## config.mk

```make
export PLATFORM = sky130hd
export DESIGN_NAME = arx_cfg_regs
export DESIGN_NICKNAME = d
export VERILOG_FILES = /design/src/arx_pkg.sv /design/src/arx_cfg_regs.sv
export SDC_FILE = /design/constraint.sdc
export NUM_CORES = 1
export LEC_CHECK = 0
export BUFFER_PORTS_ARGS = -buffer_cell sky130_fd_sc_hd__buf_2
export CAP_MARGIN = 40
export CORE_ASPECT_RATIO = 1.4
export CORE_UTILIZATION = 50
export CTS_CLUSTER_DIAMETER = 50
export DETAILED_ROUTE_END_ITERATION = 6
export PLACE_DENSITY = 0.82
export SLEW_MARGIN = 20
export SYNTH_ARGS = -nofsm -noshare
export SYNTH_HDL_FRONTEND = slang
export SYNTH_SLANG_ARGS = --single-unit
```

## constraint.sdc

```tcl
create_clock -name clk_i -period 0.8 [get_ports clk_i]
set_input_delay 0.2 -clock clk_i [delete_from_list [all_inputs] [get_ports clk_i]]
set_output_delay 0.2 -clock clk_i [all_outputs]
set_load 0.05 [all_outputs]
```

## src/arx_pkg.sv

```systemverilog
// Package for the ARX model step: widths, register indexes and payload types.
`timescale 1ns / 1ps
`default_nettype none

package arx_pkg;

  localparam int SAMPLE_BITS   = 16;
  localparam int COEF_BITS     = 16;
  localparam int FRAC_BITS     = 14;
  localparam int DELAY_BITS    = 4;
  localparam int CFG_IDX_BITS  = 3;
  localparam int CFG_DATA_BITS = 16;

  localparam int NUM_FEED_REGS = 4;
  localparam int NUM_BACK_REGS = 3;

  localparam int FEED_TAPS_DEF = 4;
  localparam int BACK_TAPS_DEF = 3;
  localparam int MAX_DELAY_DEF = 15;

  // Register indexes on the configuration port.
  localparam logic [CFG_IDX_BITS-1:0] CFG_FEED_BASE = 3'd0;
  localparam logic [CFG_IDX_BITS-1:0] CFG_BACK_BASE = 3'd4;
  localparam logic [CFG_IDX_BITS-1:0] CFG_DELAY     = 3'd7;

  typedef logic signed [SAMPLE_BITS-1:0] sample_t;
  typedef logic signed [COEF_BITS-1:0]   coef_t;

  typedef struct packed {
    logic signed [SAMPLE_BITS-1:0] input_sample;
    logic signed [SAMPLE_BITS-1:0] noise_sample;
  } in_item_t;

  typedef struct packed {
    logic signed [SAMPLE_BITS-1:0] output_sample;
    logic                          saturated;
  } out_item_t;

endpackage

`default_nettype wire

```

## src/arx_cfg_regs.sv

```systemverilog
// Configuration registers: feed and feedback coefficients and the input delay.
`timescale 1ns / 1ps
`default_nettype none

module arx_cfg_regs import arx_pkg::*; #(
  parameter int FEED_TAPS = FEED_TAPS_DEF,
  parameter int BACK_TAPS = BACK_TAPS_DEF,
  parameter int MAX_DELAY = MAX_DELAY_DEF,
  localparam int KW = (MAX_DELAY > 0) ? $clog2(MAX_DELAY + 1) : 1
) (
  input  logic                     clk_i,
  input  logic                     rst_ni,
  input  logic                     cfg_we_i,
  input  logic [CFG_IDX_BITS-1:0]  cfg_idx_i,
  input  logic [CFG_DATA_BITS-1:0] cfg_data_i,
  output coef_t                    feed_coef_o [FEED_TAPS],
  output coef_t                    back_coef_o [BACK_TAPS],
  output logic [KW-1:0]            delay_o
);

  coef_t                 feed_q [FEED_TAPS];
  coef_t                 back_q [BACK_TAPS];
  logic [DELAY_BITS-1:0] delay_q;

  // Only the first NUM_FEED_REGS / NUM_BACK_REGS coefficients have an index.
  for (genvar i = 0; i < FEED_TAPS; i++) begin : g_feed
    always_ff @(posedge clk_i or negedge rst_ni) begin
      if (!rst_ni) begin
        feed_q[i] <= '0;
      end else if (cfg_we_i && (i < NUM_FEED_REGS) &&
                   (cfg_idx_i == CFG_FEED_BASE + CFG_IDX_BITS'(i))) begin
        feed_q[i] <= coef_t'(cfg_data_i[COEF_BITS-1:0]);
      end
    end
    assign feed_coef_o[i] = feed_q[i];
  end

  for (genvar j = 0; j < BACK_TAPS; j++) begin : g_back
    always_ff @(posedge clk_i or negedge rst_ni) begin
      if (!rst_ni) begin
        back_q[j] <= '0;
      end else if (cfg_we_i && (j < NUM_BACK_REGS) &&
                   (cfg_idx_i == CFG_BACK_BASE + CFG_IDX_BITS'(j))) begin
        back_q[j] <= coef_t'(cfg_data_i[COEF_BITS-1:0]);
      end
    end
    assign back_coef_o[j] = back_q[j];
  end

  always_ff @(posedge clk_i or negedge rst_ni) begin
    if (!rst_ni) begin
      delay_q <= '0;
    end else if (cfg_we_i && (cfg_idx_i == CFG_DELAY)) begin
      delay_q <= cfg_data_i[DELAY_BITS-1:0];
    end
  end

  // A programmed delay beyond the line length is held at the longest one.
  always_comb begin
    if (int'(delay_q) > MAX_DELAY) begin
      delay_o = KW'(MAX_DELAY);
    end else begin
      delay_o = KW'(delay_q);
    end
  end

endmodule

`default_nettype wire

```

==> flow_summary.yaml, run 1 <==
logic_synthesis:
  synthCells: 254
  synth_edf_count: 0
  postSynthAreaPerCell_sq_um: 17.6
  synth-async-reset-ratio: 1.00
  synthTopCellsByArea: "dfrtp_1 65%, mux2_2 27%, mux2_4 3.4%, buf_6 1.3%, nand4b_2 1.0%"
  synth-seq-cells: 116
  yosysMostFrequentCell: "dfrtp_1"
  mappedNetlistArea_sq_mm: 0.00447
  ys_seq_area_frac: 0.650
  synth_area_leader_cell: "dfrtp_1"
  synth_top_area_frac: 0.650
  yosysWarnings: 0
  ys.flop_type: "dfrtp_1"
  synth_common_cells: "116 x dfrtp_1, 106 x mux2_2, 10 x mux2_4, 7 x buf_2, 5 x buf_6"
  synth_nets: 276
  ys_types: 11
clocking:
  clock-root-buffer: "clkbuf_16"
  cts.sinks: 116
  htreeDepth: 4
  cts_made_buffers: 17
  cts_buffer_depth: 2
sta:
  endpoint_type: "primary output"
  crit_endpoint: "back_coef_o[39]"
global_route:
  antenna_found_initial: 3
  grt_overflow_total: 80
  grt.total_usage: 0.763
  grt_max_degree: 34
place:
  place_hpwl_um: 7190
  port-buffer-count: 137
  place.gp.congestion: 0.858
outcome:
  haltStage: "global routing"
  status: "aborted with a tool error"
  tool.error: "[ERROR GRT-0232] Routing congestion too high. Check the congestion heatmap in the GUI."
floorplanning:
  initial_core_util: 0.519
  die_h_um: 114
  die_w_um: 81.9
  pin_count: 138
  std_cell_rows: 40
[cells by family after synthesis]
| group | count (synthesis) | synth area share |
|---|---|---|
| buffers and inverters | 14 | 0.0255 |
| AND/OR/NAND/NOR | 8 | 0.0235 |
| multiplexers | 116 | 0.301 |
| flip-flops | 116 | 0.650 |
[what timing repair did]
item / 4_1_cts
endpoints found under the hold margin: 116
hold buffers: 1
cloned: 7
gates resized for setup: 325
pin swaps: 7
buffers inserted: 59
endpoints found under the setup margin: 228
[layer usage]
layer,global-route usage,GRT overflow
met5,0.0471,0
met4,0.820,27
met3,0.583,1
met2,0.929,52
met1,0.760,0
[stage by stage]
stage | area (sq um) | worst slack [ps] | hold slack (ps) | cells | utilization
3_5_place_dp | 5670 | -650 | 91.9 | 503 | 0.658
4_1_cts | 8010 | -400 | 116 | 601 | 0.931
3_3_place_gp | 5670 | -638 | 91.1 | 503 | 0.658
2_1_floorplan | 4710 | -611 | -95.6 | 254 | -
==> run 2: changes to the inputs <==
Settings changed: CORE_ASPECT_RATIO 1.4 to unset, CORE_UTILIZATION 50 to 35, CTS_CLUSTER_DIAMETER 50 to unset, PLACE_DENSITY 0.82 to unset, PLACE_DENSITY_LB_ADDON set to 0.15.
==> run 2 against run 1 <==
  * The flow now finishes, with violations (setup timing)
  * Area after synthesis unchanged
  * Synthesized cell count is the same
==> flow_summary.yaml, run 2 <==
place:
  port-buffer-count: 137
  dpl.cell_count: 562
  place_hpwl_um: 7190
  post_dp_cell_area_sq_mm: 0.00576
  place.gp.congestion: 0.675
clocking:
  clock-root-buffer: "clkbuf_16"
  cts_tree: "built"
  cts_buffer_depth: 2
  htreeDepth: 4
  cts_made_buffers: 17
  cts.sinks: 116
  path_clk_slew_ps: 50
  insertion_delay_ps: 410
global_route:
  grt_overflow_total: 0
  grt_max_degree: 43
  grt_pass1_vias: 3312
  grt_pass1_wl_um: 19500
  grt.total_usage: 0.206
  antenna_found_initial: 0
floorplanning:
  die_area_sq_mm: 0.0132
  die_w_um: 115
  die_h_um: 115
  std_cell_rows: 40
  pin_count: 138
  initial_core_util: 0.366
  fp.coreArea_sq_mm: 0.0122
worst_setup_path:
  worstSetupStartpointType: "flop"
  crit_chain: "buf_12"
  critPathMaxFanout: 2
  crit_required_ps: 600
  worst_setup_path_end_kind: "output pin"
  cp_slowest_cell: "dfrtp_1"
  critPathKind: "reg -> out"
  critPathBufInv: 1
  cp_top_family: "flip-flops"
  cp.arrival_ps: 990
  slowest_delay_ps: 410
outcome:
  status: "complete, but fails checks"
  violations: "setup timing"
sta:
  finalMaxSlewViolations: 0
  fin_ws_ps: -386
  fin_hold_ws_ps: 125
  relSlewSlack: 0.836
  setup_viol: 229
  skew_ps: 0
  hold_viol: 0
  fin_crit_sh: 1.48
  rsz0062_at_grt: "yes"
  fmax_ghz: 0.843
  fin_tns_setup_ps: -56890
  min_period_ps: 1190
  worst_pin_slew_ps: 246
logic_synthesis:
  synthTopCellsByArea: "dfrtp_1 65%, mux2_2 27%, mux2_4 3.4%, buf_6 1.3%, nand4b_2 1.0%"
  synth-simple-area-share: 0.0235
  synthMuxAreaShare: 0.301
  postSynthAreaPerCell_sq_um: 17.6
  ys_seq_area_frac: 0.650
  ys.flop_type: "dfrtp_1"
  mappedNetlistArea_sq_mm: 0.00447
  ys_types: 11
  yosysWarnings: 0
  synthCells: 254
  synth-xor-area-share: 0
  synth_area_leader_cell: "dfrtp_1"
  synthAdderAreaFrac: 0
  synth-async-reset-ratio: 1.00
  synth_nets: 276
  synth-seq-cells: 116
  synth_common_cells: "116 x dfrtp_1, 106 x mux2_2, 10 x mux2_4, 7 x buf_2, 5 x buf_6"
  synth_edf_count: 0
  yosysMostFrequentCell: "dfrtp_1"
  synth_top_family_by_area: "multiplexers"
  synth_compound_area_frac: 0
  synth_top_area_frac: 0.650
routing:
  postRouteAntennaNets: 0
  vias_per_cell: 4.63
  wire_per_inst_um: 19.6
  wirelength_um: 13100
  drc: 0
  via_count: 3100
  dr.pass1.iters: 4
  drtIter0Drc: 141
power:
  leakagePower_uw: 0.00404
  max-vdd-ir-drop_uv: 2020
  power_density_mw_per_mm2: 3280
  power.total_uw: 26500
final_layout:
  diodes: 0
  final_cell_mix: "129 x buf_6, 112 x dfrtp_1, 108 x mux2_4, 58 x buf_4, 22 x clkbuf_16"
  area_growth_pct: 81.0
  design_area_sq_mm: 0.00808
  drive_above_1_share: 0.763
  instances_no_fill: 670
  final_common_cell: "buf_6"
  largest_reg_flops: 64
  fin_nets: 513
job:
  max-cap-violations: 0
hold_path:
  hp-class: "in -> reg"
## run 2: cell counts after synthesis
Identical to the previous run, type by type.
## run 2: what timing repair did
item	in CTS	in global routing
gates cloned	6	1
pin swaps	4	3
hold endpoints to repair	116	0
hold buffers	1	0
endpoints found under the setup margin	228	228
setup buffers	41	41
gates resized for setup	285	42
## run 2: cell type report
cell class,count,area (sq um)
fillers,865,4130
flip-flops and latches,116,2910
repair buffers,232,2550
multi-input cells,124,1890
clock buffers,24,472
well taps,168,210
clock inverters,6,55.1
## run 2: worst paths after layout
kind | startpoint | endpoint | slack [ps] | depth (start not counted)
setup reg to reg | feed_coef_o[37] | feed_coef_o[37] | -200 | 3
setup / recovery | back_coef_o[36] | back_coef_o[36] | -390 | 1
hold reg to reg | feed_coef_o[5] | feed_coef_o[5] | 530 | 1
hold / removal | cfg_data_i[8] | feed_coef_o[56] | 130 | 2
max in group asynchronous | rst_ni | delay_o[1] | 140 | 3
min in group asynchronous | rst_ni | back_coef_o[11] | 180 | 2
## run 2: power breakdown
part / total [uW] / switching [uW] / internal (uW)
clock: 6810 / 2450 / 4360
combinational: 11500 / 6260 / 5200
sequential: 8250 / 1050 / 7200
total: 26500 / 9760 / 16800
## run 2: kinds of logic (layout without fill, tap and decap cells)
logic type | Yosys count | count (layout)
and+or+nand+nor | 8 | 8
buffers and inverters | 14 | 262
DFF | 116 | 116
muxes | 116 | 116
## run 2: routing by layer
layer  track usage  wire length [um]  vias to the layer above
met5             0                 0                        -
met4        0.0727               132                        0
met3        0.0664               771                       10
met2         0.312              6320                      106
met1         0.276              5900                     1601
li1              -                 -                     1383
## run 2: stage by stage
| stage | setup slack (ps) | utilization |
|---|---|---|
| global route | -429 | 0.662 |
| global placement | -622 | 0.471 |
| detailed placement | -654 | 0.471 |
| floorplan | -611 | - |
| CTS | -412 | 0.634 |
| finish | -386 | 0.662 |
Power figures use the tool's default switching activity.
