<file path="config.mk">
export PLATFORM = sky130hd
export DESIGN_NAME = arx_in_hist
export DESIGN_NICKNAME = d
export VERILOG_FILES = /design/src/arx_pkg.sv /design/src/arx_in_hist.sv
export SDC_FILE = /design/constraint.sdc
export NUM_CORES = 1
export LEC_CHECK = 0
export ABC_AREA = 1
export BUFFER_PORTS_ARGS = -buffer_cell sky130_fd_sc_hd__buf_2
export CORE_ASPECT_RATIO = 1.4
export CORE_MARGIN = 2
export CORE_UTILIZATION = 50
export CTS_CLUSTER_DIAMETER = 100
export DETAILED_ROUTE_END_ITERATION = 8
export GPL_TIMING_DRIVEN = 0
export PLACE_DENSITY = 0.73
export SYNTH_ARGS = -nofsm -noshare
export SYNTH_HDL_FRONTEND = slang
export SYNTH_SLANG_ARGS = --single-unit
export TNS_END_PERCENT = 50
</file>
<file path="constraint.sdc">
create_clock -name clk_i -period 4.5 [get_ports clk_i]
set_clock_uncertainty 0.1 [all_clocks]
set_input_delay 0.45 -clock clk_i [delete_from_list [all_inputs] [get_ports clk_i]]
set_output_delay 0.45 -clock clk_i [all_outputs]
set_load 0.01 [all_outputs]
</file>
<file path="src/arx_pkg.sv">
// Package for the ARX model step: widths, register indexes and payload types.
`timescale 1ns / 1ps
`default_nettype none

package arx_pkg;

  localparam int SAMPLE_BITS   = 16;
  localparam int COEF_BITS     = 16;
  localparam int FRAC_BITS     = 14;
  localparam int DELAY_BITS    = 4;
  localparam int CFG_IDX_BITS  = 3;
  localparam int CFG_DATA_BITS = 16;

  localparam int NUM_FEED_REGS = 4;
  localparam int NUM_BACK_REGS = 3;

  localparam int FEED_TAPS_DEF = 4;
  localparam int BACK_TAPS_DEF = 3;
  localparam int MAX_DELAY_DEF = 15;

  // Register indexes on the configuration port.
  localparam logic [CFG_IDX_BITS-1:0] CFG_FEED_BASE = 3'd0;
  localparam logic [CFG_IDX_BITS-1:0] CFG_BACK_BASE = 3'd4;
  localparam logic [CFG_IDX_BITS-1:0] CFG_DELAY     = 3'd7;

  typedef logic signed [SAMPLE_BITS-1:0] sample_t;
  typedef logic signed [COEF_BITS-1:0]   coef_t;

  typedef struct packed {
    logic signed [SAMPLE_BITS-1:0] input_sample;
    logic signed [SAMPLE_BITS-1:0] noise_sample;
  } in_item_t;

  typedef struct packed {
    logic signed [SAMPLE_BITS-1:0] output_sample;
    logic                          saturated;
  } out_item_t;

endpackage

`default_nettype wire

</file>
<file path="src/arx_in_hist.sv">
// Input delay line with per-tap selection by the transport delay.
`timescale 1ns / 1ps
`default_nettype none

module arx_in_hist import arx_pkg::*; #(
  parameter int FEED_TAPS = FEED_TAPS_DEF,
  parameter int MAX_DELAY = MAX_DELAY_DEF,
  localparam int KW = (MAX_DELAY > 0) ? $clog2(MAX_DELAY + 1) : 1
) (
  input  logic          clk_i,
  input  logic          rst_ni,
  input  logic          shift_i,
  input  sample_t       sample_i,
  input  logic [KW-1:0] delay_i,
  output sample_t       taps_o [FEED_TAPS]
);

  localparam int HIST_DEPTH = FEED_TAPS + MAX_DELAY;
  localparam int PAST_DEPTH = (HIST_DEPTH > 1) ? HIST_DEPTH - 1 : 1;
  localparam int WIN_BITS   = (HIST_DEPTH > 1) ? $clog2(HIST_DEPTH) : 1;

  // Past samples, newest first; the current sample is not yet stored.
  sample_t past_q [PAST_DEPTH];
  sample_t win    [HIST_DEPTH];

  always_ff @(posedge clk_i or negedge rst_ni) begin
    if (!rst_ni) begin
      for (int n = 0; n < PAST_DEPTH; n++) begin
        past_q[n] <= '0;
      end
    end else if (shift_i) begin
      past_q[0] <= sample_i;
      for (int n = 1; n < PAST_DEPTH; n++) begin
        past_q[n] <= past_q[n-1];
      end
    end
  end

  always_comb begin
    win[0] = sample_i;
    for (int n = 1; n < HIST_DEPTH; n++) begin
      win[n] = past_q[n-1];
    end
  end

  for (genvar i = 0; i < FEED_TAPS; i++) begin : g_tap
    logic [WIN_BITS-1:0] sel;
    assign sel       = WIN_BITS'(delay_i) + WIN_BITS'(i);
    assign taps_o[i] = win[sel];
  end

endmodule

`default_nettype wire

</file>
==> impl_metrics.toml, run 1 <==
[outcome]
outcome = "did not finish"
lastStage = "global routing (5_1_grt)"
stop_error = "[ERROR GRT-0116] Global routing finished with congestion. Check the congestion regions in the DRC Viewer."

[yosys]
syn_avg_cell_area_um2 = 6.49
synth.distinct_cells = 29
syn_nets = 3069
synth_area_um2 = 19700
yosys_warnings = 0
syn_inst = 3042
synth_seq_area_share_pct = 36.5
ys_seq_elements = 288

[place]
dp.final_hpwl_mm = 97.2
gp_congestion = 1.31
numPortBuffers = 84

[die]
fp.dieH_um = 239
start_util_pct = 50.4
std_cell_rows = 86
die_w_um = 172
io_pins = 87

[global_route]
grt_pass1_wl_mm = 195
gr-usage-all-layers_pct = 68.3
grt_max_degree = 132
grt_overflow = 6
grt_pass1_vias = 25526

[clock_tree]
cts_buffer_depth = 3
htree_levels = 1
root_buffer = "clkbuf_16"
cts_buffers = 28
cts_setup_buffers = 0
cts_sinks = 288
layer usage:
layer,track usage [%],overflow
met2,84.3,4
met3,48.7,0
met4,58.5,2
met1,75.0,0
met5,20.7,0
stage by stage:
step	instances	utilization, %	setup TNS (ns)	setup slack (ns)	cell area [µm²]
2_1_floorplan	3042	-	0	1.64	19700
3_3_place_gp	3654	53.1	-595.92	-2.10	20800
3_5_place_dp	3656	53.3	-7.28	-0.418	20900
4_1_cts	3708	55.8	0	0.0137	21900
repair_timing:
action	CTS
resized for setup	9
hold buffers	1
endpoints found under the hold margin	57
setup endpoints to repair	38
logic make-up after synthesis:
kind of cell,synth area share (%)
compound gates,10.3
simple gates,42.2
fa+ha+maj,0.254
xor+xnor,0.419
mux,0.913
buf+inv,9.41
flops,36.5
synth_stat cells:
master,number,share of area [%]
o211ai_1,1,0.038
nand3_1,834,21
o21ai_1,15,0.38
xor2_4,3,0.42
nor2_1,143,2.7
nor3_1,12,0.30
a21oi_1,144,3.7
mux2_2,16,0.91
buf_4,12,0.46
a21oi_2,1,0.044
clkbuf_1,53,1.0
nand2_2,2,0.063
inv_4,1,0.032
nand2_1,920,18
buf_1,30,0.57
o21ai_0,224,5.7
nand2_4,1,0.057
ha_1,4,0.25
buf_2,123,3.1
dfrtp_1,288,37
buf_6,16,0.91
inv_2,5,0.095
a31oi_1,16,0.51
nor3_2,1,0.051
nor2_2,1,0.032
nand3_2,1,0.051
nor2_4,2,0.11
inv_1,169,3.2
and3_1,4,0.13
==> inputs of run 2 (changes only) <==
--- a/config.mk
+++ b/config.mk
@@ -7,13 +7,11 @@
 export LEC_CHECK = 0
 export ABC_AREA = 1
 export BUFFER_PORTS_ARGS = -buffer_cell sky130_fd_sc_hd__buf_2
-export CORE_ASPECT_RATIO = 1.4
 export CORE_MARGIN = 2
-export CORE_UTILIZATION = 50
-export CTS_CLUSTER_DIAMETER = 100
+export CORE_UTILIZATION = 35
 export DETAILED_ROUTE_END_ITERATION = 8
 export GPL_TIMING_DRIVEN = 0
-export PLACE_DENSITY = 0.73
+export PLACE_DENSITY_LB_ADDON = 0.15
 export SYNTH_ARGS = -nofsm -noshare
 export SYNTH_HDL_FRONTEND = slang
 export SYNTH_SLANG_ARGS = --single-unit
==> run 2 against run 1 <==
Compared with the run above:
- the flow now finishes, with violations (capacitance limit, slew limit, setup timing)
- area after synthesis stayed put
- synthesized cell count stayed put
==> impl_metrics.toml, run 2 <==
[outcome]
outcome = "finished with violations"
violations = "capacitance limit, slew limit, setup timing"

[die]
die_w_um = 241
start_util_pct = 35.2
std_cell_rows = 87
design.core.area_um2 = 56100
fp.dieH_um = 241
dieArea_um2 = 58300
io_pins = 87

[sta]
setup_slack_ns = -0.194
rsz0062_at_grt = "yes"
slew_violations = 14
slew_headroom_pct = -4.33
fmax_mhz = 213
hold_viol_final = 0
setup_viol = 27
fin_crit_sh_pct = 104
hold_ws_ns = 0.0286
worstMarginPinSlew_ns = 1.56
setup_tns_ns = -2.42
min_period_ns = 4.69

[drt]
vias = 25869
antenna_left = 0
wire_per_inst_um = 37.3
first_pass_iters = 8
wl_mm = 147
drtIter0Drc = 4372
via_per_inst = 6.54
drc_errors = 0

[clock_tree]
clock_latency_ns = 0.59
cts_sinks = 288
cts_buffers = 37
htree_levels = 2
cts_buffer_depth = 3
root_buffer = "clkbuf_16"
clkTransAtPathRegs_ns = 0.06
cts_setup_buffers = 0
cts_tree = "done"

[yosys]
async_flop_share_pct = 100
yosys_warnings = 0
synth_flop_cell = "dfrtp_1"
yosysMostFrequentCell = "nand2_1"
synth_edf_count = 0
synth.distinct_cells = 29
yosys.area.top_type_share_pct = 36.5
ys_seq_elements = 288
synthTopCellsByCount = "nand2_1, nand3_1, dfrtp_1, o21ai_0, inv_1"
syn_inst = 3042
synth_area_um2 = 19700
synth_area_leaders = "dfrtp_1, nand3_1, nand2_1"
syn_nets = 3069
synth_seq_area_share_pct = 36.5
syn_avg_cell_area_um2 = 6.49
synth_top_area_cell = "dfrtp_1"

[setup_path]
cp_common_cell = "nand3_1"
cp.required_ns = 3.95
cp_slowest_cell = "nand3_1"
cp-end-kind = "primary output"
critPathKind = "in -> out"
cp_max_fo = 11
slowest_delay_ns = 0.43
start_kind = "input pin"
cp.buffers_inverters = 9
worstPathCellList = "buf_2, buf_4, inv_2, buf_2, buf_4, ha_1, inv_1, clkbuf_4, buf_4, nand3_1, nand3_1, nand3_1, nand3_1, nand2_1, buf_2"
arrival_ns = 4.14
cpLargestDelayFamily = "buffers and inverters"

[place]
numPortBuffers = 84
gp_congestion = 1.17
dp_cells = 3884
dp.final_hpwl_mm = 108

[final_layout]
fill_cells = 6006
fin_cells = 3956
syn2layout_area_growth_pct = 14.0
drive_gt1_share_pct = 11.0
nNetsFinal = 3194
largest_register = "past_q"
final_core_util_pct = 40.1
largest_reg_flops = 288
regArea_um2 = 7210
multi_input_comb_area_um2 = 10700
mostFrequentLayoutCells = "nand2_1, nand3_1, dfrtp_1, o21ai_0, buf_2"
reg_top3 = "past_q (288)"
final_common_cell = "nand2_1"

[global_route]
antenna_found_initial = 16
grt_pass1_vias = 23643
gr-usage-all-layers_pct = 50.0
grt_pass1_wl_mm = 195
grt_overflow = 0
grt_max_degree = 124

[worst_hold_path]
hp-class = "in -> reg"

[power_and_ir_drop]
ir_worst_vdd_v = 0.000320
p_leak_uw = 0.0108
p_per_area_nw_per_um2 = 441

[flow_run]
cap_violations = 1
## run 2: cell counts after synthesis
Identical to the previous run, type by type.
## run 2: final timing paths
check	start	end	slack, ns	cells past startpoint
setup reg to reg	past_q[78]$_DFFE_PN0P_	past_q[62]$_DFFE_PN0P_	3.37	1
setup / recovery	delay_i[1]	taps_o[39]	-0.19	15
hold / removal	sample_i[7]	past_q[279]$_DFFE_PN0P_	0.03	3
hold reg to reg	past_q[31]$_DFFE_PN0P_	past_q[15]$_DFFE_PN0P_	0.39	2
min in group asynchronous	rst_ni	past_q[6]$_DFFE_PN0P_	0.27	2
max in group asynchronous	rst_ni	past_q[196]$_DFFE_PN0P_	2.99	3
## run 2: logic make-up after synthesis
family | synth area share (%)
simple gates | 42.2
compound gates | 10.3
fa+ha+maj | 0.254
xor+xnor | 0.419
buf+inv | 9.41
flops | 36.5
mux | 0.913
## run 2: repair_timing
action                                 in CTS  in global routing
gates resized for setup                    31                 27
setup endpoints to repair                  47                 24
endpoints found under the hold margin      56                  0
hold buffers                                1                  0
## run 2: tightest hold or removal path: stages
cell	delay, ns
buf_2	0.11
nand2_1	0.05
o21ai_0	0.06
## run 2: per-layer routing
metal | part of all wire [%] | vias up | global-route usage [%]
li1 | - | 10395 | -
met1 | 36 | 12470 | 60.4
met2 | 40 | 2282 | 70.3
met3 | 14 | 712 | 18.3
met4 | 10 | 10 | 42.2
met5 | 0.057 | - | 0
## run 2: stage by stage
| stage | power, µW | area (µm²) | worst slack [ns] |
|---|---|---|---|
| after floorplan | 4930 | 19700 | 1.64 |
| after global placement | 6560 | 21100 | -2.56 |
| after detailed placement | 6600 | 21200 | -0.764 |
| after CTS | 9650 | 22400 | 0.00935 |
| after global routing | 10100 | 22500 | -0.0861 |
| final | 9920 | 22500 | -0.194 |
## run 2: area by class of cell
cell class,count,area share (%)
repair buffers,87,2.20
clock inverters,16,0.834
diodes,9,0.100
well taps,756,4.21
plain buffers,233,5.64
multi-input cells,2345,47.6
inverters,175,2.96
flip-flops and latches,288,32.0
clock buffers,47,4.46
## run 2: power by group
part           internal (µW)  switching, µW
Clock                   1760           1310
Sequential              2970            613
Combinational            832           2440
No activity file was read; power rests on OpenSTA's default activity.
